[config.mk]
export PLATFORM = sky130hd
export DESIGN_NAME = phase_shifted_multichannel_pwm_unit
export DESIGN_NICKNAME = d
export VERILOG_FILES = /design/src/hw/rtl/pspwm_pkg.sv /design/src/hw/rtl/phase_shifted_multichannel_pwm_unit.sv
export SDC_FILE = /design/constraint.sdc
export NUM_CORES = 1
export LEC_CHECK = 0
export BUFFER_PORTS_ARGS = -buffer_cell sky130_fd_sc_hd__buf_2
export CAP_MARGIN = 20
export CORE_MARGIN = 2
export CORE_UTILIZATION = 60
export CTS_CLUSTER_SIZE = 30
export DETAILED_ROUTE_END_ITERATION = 16
export PLACE_DENSITY = 0.83
export SLEW_MARGIN = 20
export SYNTH_ARGS = -nofsm -noshare
export SYNTH_HDL_FRONTEND = slang
export SYNTH_SLANG_ARGS = --single-unit
[constraint.sdc]
create_clock -name clk -period 5.44 [get_ports clk]
set_input_delay 1.088 -clock clk [delete_from_list [all_inputs] [get_ports clk]]
set_output_delay 1.088 -clock clk [all_outputs]
set_load 0.005 [all_outputs]
[src/hw/rtl/pspwm_pkg.sv]
// ----------------------------------------------------------------------------
// pspwm_pkg
// Shared constants for the phase-shifted multichannel PWM unit: channel
// count, phase step and wrap values, per-channel start phases and opcodes.
// ----------------------------------------------------------------------------
package pspwm_pkg;

  localparam int CHANNELS = 7;

  localparam int PIN_W   = 7;
  localparam int SLOT_W  = 3;
  localparam int LEVEL_W = 8;

  localparam logic [SLOT_W-1:0]  SLOT_LIMIT = SLOT_W'(CHANNELS);
  localparam logic [LEVEL_W-1:0] PHASE_WRAP = 8'd148;
  localparam logic [LEVEL_W-1:0] PHASE_STEP = 8'd107;

  localparam logic [LEVEL_W-1:0] START_PHASE [0:6] = '{
    8'd0, 8'd197, 8'd138, 8'd79, 8'd20, 8'd217, 8'd158
  };

  localparam logic OP_TICK  = 1'b0;
  localparam logic OP_WRITE = 1'b1;

  typedef logic [LEVEL_W-1:0] level_t;
  typedef logic [SLOT_W-1:0]  slot_t;
  typedef logic [PIN_W-1:0]   pins_t;

  function automatic level_t advance_phase(input level_t c);
    level_t r;
    if (c >= PHASE_WRAP) begin
      r = c - PHASE_WRAP;
    end else begin
      r = c + PHASE_STEP;
    end
    return r;
  endfunction

endpackage

[src/hw/rtl/phase_shifted_multichannel_pwm_unit.sv]
// ----------------------------------------------------------------------------
// phase_shifted_multichannel_pwm_unit
// Seven-channel phase-shifted PWM with a slot pointer and per-channel duty.
// ----------------------------------------------------------------------------
// Each accepted word is either a timer tick or a duty write and produces one
// result word with the pin levels and the slot pointer after that word. A
// word is taken in every cycle in which in_stall is low, and its result is
// captured in the output register in the cycle after it is taken; the
// compare and phase advance per tick lie between the channel state
// registers and that output register. in_stall rises only while a result
// sits in the output register and out_stall is high. Reset loads the
// start phases, clears duties and the slot pointer, and sets pins_r high.
module phase_shifted_multichannel_pwm_unit (
  input  logic                             clk,
  input  logic                             rst_n,
  input  logic                             in_valid,
  output logic                             in_stall,
  input  logic                             in_opcode,
  input  logic [2:0]                       in_led_index,
  input  logic [pspwm_pkg::LEVEL_W-1:0]    in_duty_value,
  output logic                             out_valid,
  input  logic                             out_stall,
  output logic [pspwm_pkg::PIN_W-1:0]      out_led_pins,
  output logic [pspwm_pkg::SLOT_W-1:0]     out_frame_slot
);
  import pspwm_pkg::*;

  level_t phase_r [CHANNELS];
  level_t phase_nxt [CHANNELS];
  level_t duty_r [CHANNELS];
  level_t duty_nxt [CHANNELS];
  pins_t  pins_r, pins_nxt;
  slot_t  slot_r, slot_nxt;

  logic   out_valid_r;
  pins_t  out_pins_r;
  slot_t  out_slot_r;

  logic   accept;
  logic   is_tick;
  logic   is_write;

  assign in_stall = out_valid_r & out_stall;
  assign accept   = in_valid & ~in_stall;
  assign is_tick  = accept & (in_opcode == OP_TICK);
  assign is_write = accept & (in_opcode == OP_WRITE);

  always_comb begin
    pins_nxt = pins_r;
    for (int i = 0; i < CHANNELS; i++) begin
      phase_nxt[i] = phase_r[i];
      duty_nxt[i]  = duty_r[i];
      if (is_tick && slot_r == SLOT_W'(i)) begin
        pins_nxt[i]  = (phase_r[i] >= duty_r[i]);
        phase_nxt[i] = advance_phase(phase_r[i]);
      end
      if (is_write && in_led_index == SLOT_W'(i)) begin
        duty_nxt[i] = in_duty_value;
      end
    end
    slot_nxt = slot_r;
    if (is_tick) begin
      slot_nxt = (slot_r < SLOT_LIMIT) ? slot_r + 1'b1 : '0;
    end
  end

  always_ff @(posedge clk) begin
    if (!rst_n) begin
      for (int i = 0; i < CHANNELS; i++) begin
        phase_r[i] <= START_PHASE[i];
        duty_r[i]  <= '0;
      end
      pins_r      <= '1;
      slot_r      <= '0;
      out_valid_r <= 1'b0;
    end else begin
      phase_r <= phase_nxt;
      duty_r  <= duty_nxt;
      pins_r  <= pins_nxt;
      slot_r  <= slot_nxt;
      if (accept) begin
        out_valid_r <= 1'b1;
      end else if (!out_stall) begin
        out_valid_r <= 1'b0;
      end
    end
  end

  always_ff @(posedge clk) begin
    if (accept) begin
      out_pins_r <= pins_nxt;
      out_slot_r <= slot_nxt;
    end
  end

  assign out_valid      = out_valid_r;
  assign out_led_pins   = out_pins_r;
  assign out_frame_slot = out_slot_r;

  a_stall_needs_result: assert property (@(posedge clk) disable iff (!rst_n)
    in_stall |-> out_valid)
    else $error("input stalled with no pending result word");

  a_write_keeps_slot: assert property (@(posedge clk) disable iff (!rst_n)
    is_write |=> slot_r == $past(slot_r))
    else $error("duty write moved the slot pointer");

  a_idle_slot_wraps: assert property (@(posedge clk) disable iff (!rst_n)
    (is_tick && slot_r >= SLOT_LIMIT) |=> (slot_r == '0 && pins_r == $past(pins_r)))
    else $error("idle tick did not wrap the slot pointer cleanly");

  a_result_matches_state: assert property (@(posedge clk) disable iff (!rst_n)
    accept |=> (out_slot_r == slot_r && out_pins_r == pins_r))
    else $error("result word differs from updated state");

endmodule
==> results of run 1 <==
## cells in the final DEF, fill, tap and decap left out, drive strengths merged, types with 13 or more instances in the layout
master / count
buf: 30
nor2: 97
a21oi: 36
nand2: 50
o2111ai: 15
xnor2: 19
ha: 89
nand2b: 13
o21ai: 39
dfxtp: 123
nand3: 28
mux2i: 62
nand4: 13
o211ai: 23
inv: 99
clkbuf: 24
## per-stage QoR
stage	area (um2)	std cells	utilization	hold slack [ns]
CTS	8820	1112	0.671	0.459
finish	8830	1114	0.672	0.456
detailed placement	8230	1080	0.626	0.451
global route	8820	1112	0.672	0.479
floorplan	8010	917	-	0.436
global placement	8230	1080	0.626	0.447
## area by class of cell
type	count	area, um2
diodes	2	5.00
clock buffers	24	493
clock inverters	8	96.3
fillers	1027	4310
inverters	100	377
multi-input cells	641	4710
flip-flops and latches	133	2760
well taps	176	220
repair buffers	30	170
## power breakdown
group	total (uW)	switching, uW	internal (uW)
logic	182	112	69.7
registers	1040	28.6	1010
clock network	1140	417	723
## path summary, 6_finish.rpt
path                               endpoint  slack, ns        start
worst min register to register   duty_r[50]       0.46   duty_r[50]
worst min-delay path             duty_r[50]       0.46   duty_r[50]
worst max register to register  phase_r[13]       3.11  phase_r[11]
worst max-delay path               in_stall       2.54    out_stall
## per-layer routing
| metal | vias to the layer above | GRT usage | wire length, um |
|---|---|---|---|
| li1 | 3313 | - | - |
| met1 | 3079 | 0.340 | 8010 |
| met2 | 166 | 0.413 | 8020 |
| met3 | 38 | 0.0656 | 991 |
| met4 | 0 | 0.105 | 453 |
| met5 | - | 0 | 0 |
## sequential cells by signal, indices dropped and copies added, names as in the netlist
signal / count
pins_r: 7
duty_r: 56
out_frame_slot: 3
out_led_pins: 7
slot_r: 3
phase_r: 56
out_valid: 1
## cells by family after synthesis
group                      Yosys count  synth area share
muxes                               68            0.0859
xor gates and xnor gates            22            0.0240
adders and majority gates           89             0.139
buffers and inverters              143            0.0687
AOI/OAI and AO/OA                  190             0.169
DFF                                133             0.345
and+or+nand+nor                    272             0.169
## worst reg2reg max path: stages (launching register included)
cell,delay [ns]
dfxtp_1,0.44
inv_1,0.13
ha_1,0.21
a21boi_0,0.37
o21ai_0,0.30
o31ai_1,0.37
mux2_2,0.38
nand4_1,0.06
==> metrics, run 1 <==
Least-Margin Pin Slew 0.708 ns; Fmax achieved 345 MHz; Overall Power 2360 uW; largest net degree at the start of global routing 67; GP Congestion 0.822; synth cell count leaders dfxtp_1, inv_1, nor2_1, ha_1, mux2i_1; H-tree depth 4; cell area after synthesis 0.00801 mm2; Setup Viol. Count Final 0; fin crit share 0.533; clk_skew 0.00815 ns; CP peak stage delay 0.29 ns; most frequent cell after synthesis dfxtp_1; post-CTS sizing 0; first-pass GRT wire length 29.8 mm; RSZ-0062 raised after global routing false; WS Path Type in -> out; Syn Nets 1022; Seq/Total Area, Yosys 0.345; clock sink count 133; IO Port Bufs 27; Peak VDD IR 227 uV; final wirelength 17.5 mm; die area 0.0143 mm2; worst reg-to-reg path cell count 7; post-synth top area share 0.307; TritonCTS Buffers 17; Vias/cell 5.92; Detailed Place HPWL 12.0 mm; Worst Hold Class reg -> reg; Setup crit start kind primary input; TNS Setup 0 ns; power per cell area 267 mW/mm2; status finished clean; num ports 28; EDFF count, synth 10; Post-Syn Area per Cell 8.74 um2; Syn-to-layout area delta 10.2%; Final Hold Violating Endpoints 0; Post-Syn Instances 917; max cap viols 0; setup slack at placement 2.00 ns; Crit path buffers/inverters 3; DIE HEIGHT 120 um; CTS tree built; Max Slew Vio Count 0; Worst-Skew Late Latency 0.42 ns; top cell type by total area after synthesis dfxtp_1; critical-path cell list buf_2 > nand2_1 > inv_2 > buf_2; Root Buffer clkbuf_16; Main synth FF type dfxtp_1; LEAKAGE 0.00365 uW; CP dominant cell by count buf_2; nets 1028; Residual DRC 0; Synth area leaders dfxtp_1, ha_1, mux2i_1, inv_1, nor2_1; vias in the first global route 6261; CP max-delay cell nand2_1; Ys Warns 0; min Tclk post-route 2.90 ns; CP Depth 4; Worst path top cell family by delay buffers and inverters; gr usage total 0.260; core area 0.0131 mm2; post-CTS setup buffers 0; crit path setup slack, layout 2.54 ns; GRT overflow 0; initial antenna violation count 0; WP data arrival 1.81 ns; Synth cell types 61; #FFs+latches synth 133; Final ANT Viol Nets 0; die width 120 um; hold_buf cts 0; post-synthesis async set-or-reset flop share 0; routed len/inst 15.7 um; Max Buffers Root-to-Sink 2; Critical Path Fanout Max 13; router iterations before antenna repair 5; row count 42; starting density of the core 0.610; relative slew slack 0.528; hold path cells 2; number of DRC markers in iteration 0 498; crit end category output port; clock-pin slew on the worst setup and hold paths 0.05 ns; routed via count 6596; share of cells above drive strength 1 0.0855; CP Data Required Time 4.35 ns
Power figures use the tool's default switching activity.
==> run 2: changes to the inputs <==
Clock period 5.44 ns to 2.8 ns, I/O delays scaled along.
==> metrics, run 2 (synthesized netlist as in run 1, its figures left out) <==
GRT overflow 0 (unchanged); initial antenna violation count 0 (unchanged); WP data arrival 2.65 ns (was 1.81 ns); Metal-1 WL 8.09 mm (was 8.01 mm); final wirelength 18.1 mm (was 17.5 mm); routed via count 6710 (was 6596); commonest non-fill, non-tap cells in the layout dfxtp_1, inv_1, nor2_1 (unchanged); die width 120 um (unchanged); Setup crit start kind flip-flop (was primary input); largest net degree at the start of global routing 58 (was 67); Comb power frac 0.079 (was 0.077); Final ANT Viol Nets 0 (unchanged); Crit path buffers/inverters 1 (was 3); most common cell after layout, fill and taps aside dfxtp_1 (unchanged); Max Slew Vio Count 0 (unchanged); CP max-delay cell dfxtp_1 (was nand2_1); diode count 0 (was 2); power per cell area 514 mW/mm2 (was 267 mW/mm2); Net Switching 1160 uW (was 558 uW); critical-path cell list inv_1 > ha_1 > a21boi_0 > o21ai_1 > mux2i_1 > o211ai_1 > a41o_1 (was buf_2 > nand2_1 > inv_2 > buf_2); RSZ-0062 raised after global routing false (unchanged); row count 42 (unchanged); Worst Hold Class in -> reg (was reg -> reg); status finished clean (unchanged); H-tree depth 4 (unchanged); post-CTS sizing 0 (unchanged); Final Hold Violating Endpoints 0 (unchanged); Syn-to-layout area delta 10.8% (was 10.2%); crit end category flip-flop (was output port); Vias/cell 5.99 (was 5.92); relative slew slack 0.528 (about the same); post-CTS setup buffers 0 (unchanged); Top Layer Used met4 (unchanged); Detailed Place HPWL 12.4 mm (was 12.0 mm); GP Congestion 0.880 (was 0.822); CTS tree built (unchanged); CP peak stage delay 0.46 ns (was 0.29 ns); # fillers 1024 (was 1027); nets 1036 (was 1028); Residual DRC 0 (unchanged); Root Buffer clkbuf_16 (unchanged); clk_skew 0.0105 ns (was 0.00815 ns); Fmax achieved 428 MHz; WS Path Type reg -> reg (was in -> out); min Tclk post-route 2.33 ns; share of cells above drive strength 1 0.0964 (was 0.0855); first-pass GRT wire length 29.9 mm (was 29.8 mm); DIE HEIGHT 120 um (unchanged); Final Cell Area 0.00888 mm2 (was 0.00883 mm2); Setup Viol. Count Final 0 (unchanged); Worst path top cell family by delay compound AO/OA/AOI/OAI gates (was buffers and inverters); num ports 28 (unchanged); IO Port Bufs 27 (unchanged); CP Data Required Time 3.11 ns (was 4.35 ns); Pint 3400 uW (was 1800 uW); vias in the first global route 6258 (was 6261); met3 wire len 864 um (was 991 um); Critical Path Fanout Max 7 (was 13); Reg power frac 0.442 (was 0.440); LEAKAGE 0.00368 uW (was 0.00365 uW); core area 0.0131 mm2 (unchanged); starting density of the core 0.610 (unchanged); max cap viols 0 (unchanged); hold_buf cts 0 (unchanged); Least-Margin Pin Slew 0.708 ns (about the same); routed len/inst 16.1 um (was 15.7 um); Max Buffers Root-to-Sink 2 (unchanged); Worst-Skew Late Latency 0.43 ns (was 0.42 ns); Peak VDD IR 416 uV (was 227 uV); number of DRC markers in iteration 0 455 (was 498); met2 wire length 8.76 mm (was 8.02 mm); router iterations before antenna repair 5 (unchanged); gr usage total 0.261 (was 0.260); final core occ 0.676 (was 0.672); die area 0.0143 mm2 (unchanged); TNS Setup 0 ns (unchanged); fin crit share 0.834; TritonCTS Buffers 17 (unchanged); Switching Share 0.254 (was 0.236); clock share of power 0.479 (was 0.483); clock sink count 133 (unchanged); dpl cell area 0.00829 mm2 (was 0.00823 mm2); clock-pin slew on the worst setup and hold paths 0.06 ns (was 0.05 ns); biggest regs duty_r: 56 flops, phase_r: 56 flops (unchanged)
==> run 2: path summary, 6_finish.rpt <==
kind / from / end / slack [ns] / cells after the start
setup reg to reg: phase_r[34] / phase_r[38] / 0.47 / 7
hold / removal: rst_n / phase_r[42] / 0.43 / 2
setup / recovery: phase_r[34] / phase_r[38] / 0.47 / 7
hold reg to reg: duty_r[50] / duty_r[50] / 0.46 / 2
==> run 2: metrics by stage <==
stage / power [uW] / hold WS [ns] / std cells / setup WS (ns)
2_1_floorplan: 2290 / 0.436 / 917 / 0.813
3_3_place_gp: 2400 / 0.447 / 1088 / 0.451
3_5_place_dp: 2410 / 0.448 / 1088 / 0.384
4_1_cts: 4580 / 0.416 / 1120 / 0.503
5_1_grt: 4730 / 0.425 / 1120 / 0.298
6_report: 4560 / 0.430 / 1120 / 0.466
==> run 2: area by class of cell <==
cell class                 instances  area [um2]  share of cell area
multi-input combinational        641        4700               0.530
sequential                       133        2760               0.311
clock buffer                      20         467              0.0526
inverter                         100         377              0.0424
timing repair buffer              38         230              0.0259
tap                              176         220              0.0248
clock inverter                    12         120              0.0135
==> run 2: worst reg2reg max path: stages (launching register included) <==
cell and delay, ns:
dfxtp_1 0.46, inv_1 0.12, ha_1 0.22, a21boi_0 0.14, o21ai_1 0.46, mux2i_1 0.44
o211ai_1 0.16, a41o_1 0.22
==> run 2: routing by layer <==
metal,GRT usage,up-vias
met2,0.440,177
met3,0.0537,28
met1,0.330,3191
met5,0,-
met4,0.0978,0
li1,-,3314
==> run 2: power groups by stage <==
stage	Clock, uW	Combinational, uW	Sequential, uW
3_5_place_dp	0	354	2050
5_1_grt	2310	400	2020
2_1_floorplan	0	258	2030
3_3_place_gp	0	344	2050
4_1_cts	2210	358	2010
6_report	2190	361	2020
==> run 3: changes to the inputs <==
Clock period 2.8 ns to 2.2 ns, I/O delays scaled along.
==> metrics, run 3 (synthesized netlist as in run 1, its figures left out) <==
core area 0.0131 mm2 (unchanged); Worst-Skew Late Latency 0.42 ns (was 0.43 ns); WP data arrival 2.21 ns (was 2.65 ns); post-route insts no fill 1146 (was 1120); Syn-to-layout area delta 14.2% (was 10.8%); Setup crit start kind flip-flop (unchanged); crit end category flip-flop (unchanged); worst reg2reg path startpoint phase_r[8] (was phase_r[34]); starting density of the core 0.610 (unchanged); CP endpoint out_led_pins[5] (was phase_r[38]); Peak VDD IR 447 uV (was 416 uV); fin crit share 0.930 (was 0.834); Net Switching 1410 uW (was 1160 uW); met1 capacity usage during global routing 0.338 (was 0.330); FF-to-FF End out_led_pins[5] (was phase_r[38]); TNS Setup 0 ns (unchanged); FF-to-FF setup slack 0.15 ns (was 0.47 ns); Least-Margin Pin Slew 0.699 ns (was 0.708 ns); Top Usage Layer GRT met2 (unchanged); Worst Hold Class in -> reg (unchanged); min Tclk post-route 2.05 ns (was 2.33 ns); initial antenna violation count 0 (unchanged); first-pass GRT wire length 30.6 mm (was 29.9 mm); Hold Crit Start in_valid (was rst_n); Pint 4770 uW (was 3400 uW); nets 1062 (was 1036); Vias/cell 5.96 (was 5.99); Crit path buffers/inverters 1 (unchanged); Max Buffers Root-to-Sink 2 (unchanged); final wirelength 18.7 mm (was 18.1 mm); critical-path cell list inv_1 > ha_1 > nand2b_1 > a211o_1 > o211ai_1 > a21oi_1 > o32a_1 (was inv_1 > ha_1 > a21boi_0 > o21ai_1 > mux2i_1 > o211ai_1 > a41o_1); relative slew slack 0.534 (was 0.528); max cap viols 0 (unchanged); Setup Viol. Count Final 0 (unchanged); Detailed Place HPWL 12.7 mm (was 12.4 mm); Fmax achieved 489 MHz (was 428 MHz); most common cell after layout, fill and taps aside dfxtp_1 (unchanged); status finished clean (unchanged); Max Slew Vio Count 0 (unchanged); TritonCTS Buffers 17 (unchanged); vias in the first global route 6376 (was 6258); power per cell area 675 mW/mm2 (was 514 mW/mm2); clock sink count 133 (unchanged); CTS tree built (unchanged); grt met3 use 0.0480 (was 0.0537); Comb power frac 0.084 (was 0.079); routed len/inst 16.4 um (was 16.1 um); Root Buffer clkbuf_16 (unchanged); LEAKAGE 0.00386 uW (was 0.00368 uW); Critical Path Fanout Max 4 (was 7); diode count 0 (unchanged); Reg power frac 0.413 (was 0.442); GP Congestion 0.863 (was 0.880); CP Depth 7 (unchanged); routed via count 6834 (was 6710); router iterations before antenna repair 5 (unchanged); critical path launch point phase_r[8] (was phase_r[34]); # fillers 966 (was 1024); Worst path top cell family by delay compound AO/OA/AOI/OAI gates (unchanged); die width 120 um (unchanged); IO Port Bufs 27 (unchanged); CP peak stage delay 0.38 ns (was 0.46 ns); H-tree depth 4 (unchanged); biggest regs duty_r: 56 flops, phase_r: 56 flops (unchanged); die area 0.0143 mm2 (unchanged); clock share of power 0.504 (was 0.479); largest net degree at the start of global routing 67 (was 58); Residual DRC 0 (unchanged); commonest non-fill, non-tap cells in the layout dfxtp_1, inv_1, nor2_1 (unchanged); clock-pin slew on the worst setup and hold paths 0.06 ns (about the same); DIE HEIGHT 120 um (unchanged); worst reg-to-reg path cell count 7 (unchanged); clk_skew 0.00665 ns (was 0.0105 ns); num ports 28 (unchanged); Switching Share 0.228 (was 0.254); row count 42 (unchanged); CP max-delay cell dfxtp_1 (unchanged); gr usage total 0.268 (was 0.261); RSZ-0062 raised after global routing false (unchanged); share of cells above drive strength 1 0.124 (was 0.0964); M2 GR Usage 0.458 (was 0.440); WS Path Type reg -> reg (unchanged); GRT overflow 0 (unchanged); Final ANT Viol Nets 0 (unchanged); # placed instances 1114 (was 1088); hold_buf cts 0 (unchanged); Final Hold Violating Endpoints 0 (unchanged); number of DRC markers in iteration 0 553 (was 455); CP Data Required Time 2.37 ns (was 3.11 ns)
[run 3: worst min path at each step]
stage	depth (start not counted)	slack, ns	endpoint
5_1_grt	3	0.36	out_valid
4_1_cts	3	0.32	out_valid
2_1_floorplan	2	0.44	duty_r[49]
6_report	3	0.34	out_valid
3_3_place_gp	2	0.44	duty_r[49]
3_5_place_dp	2	0.45	duty_r[53]
[run 3: worst reg2reg max path: cells and delay by family, from the launching register on]
family                   cells  cell delay [ns]
adder cells (fa/ha/maj)      1             0.29
buffers and inverters        1             0.12
AND/OR/NAND/NOR              1             0.14
AO/OA/AOI/OAI                4             0.87
flip-flops                   1             0.38
[run 3: through the flow]
step,hold WS [ns],util,instance area (um2),setup slack (ns),power (uW)
2_1_floorplan,0.436,-,8010,0.214,2920
3_3_place_gp,0.445,0.646,8490,0.154,3080
3_5_place_dp,0.448,0.646,8490,0.0854,3100
4_1_cts,0.324,0.696,9140,0.00924,6200
5_1_grt,0.364,0.697,9150,0.0463,6380
6_report,0.336,0.697,9150,0.154,6180
[run 3: layout make-up]
| class | count | area [um2] | area share |
|---|---|---|---|
| Timing Repair Buffer | 64 | 425 | 0.0465 |
| Inverter | 100 | 377 | 0.0411 |
| Tap cell | 176 | 220 | 0.0241 |
| Sequential cell | 133 | 2760 | 0.302 |
| Clock buffer | 24 | 512 | 0.0559 |
| Multi-Input combinational cell | 641 | 4710 | 0.515 |
| Clock inverter | 8 | 143 | 0.0156 |
[run 3: repair_timing]
action | CTS | global route
buffers inserted | 0 | 0
endpoints found under the setup margin | 0 | 7
gates resized for setup | 0 | 7
[run 3: per-layer routing]
layer,part of all wire,vias up,wire [um]
li1,-,3362,-
met1,0.44,3240,8160
met2,0.49,193,9240
met3,0.050,39,933
met4,0.022,0,410
met5,0,-,0
[run 3: power by group through the flow]
stage,Combinational (uW),Sequential [uW],Clock [uW]
floorplan,328,2590,0
global placement,483,2600,0
detailed placement,497,2600,0
CTS,509,2550,3140
global route,572,2560,3250
finish,517,2550,3110
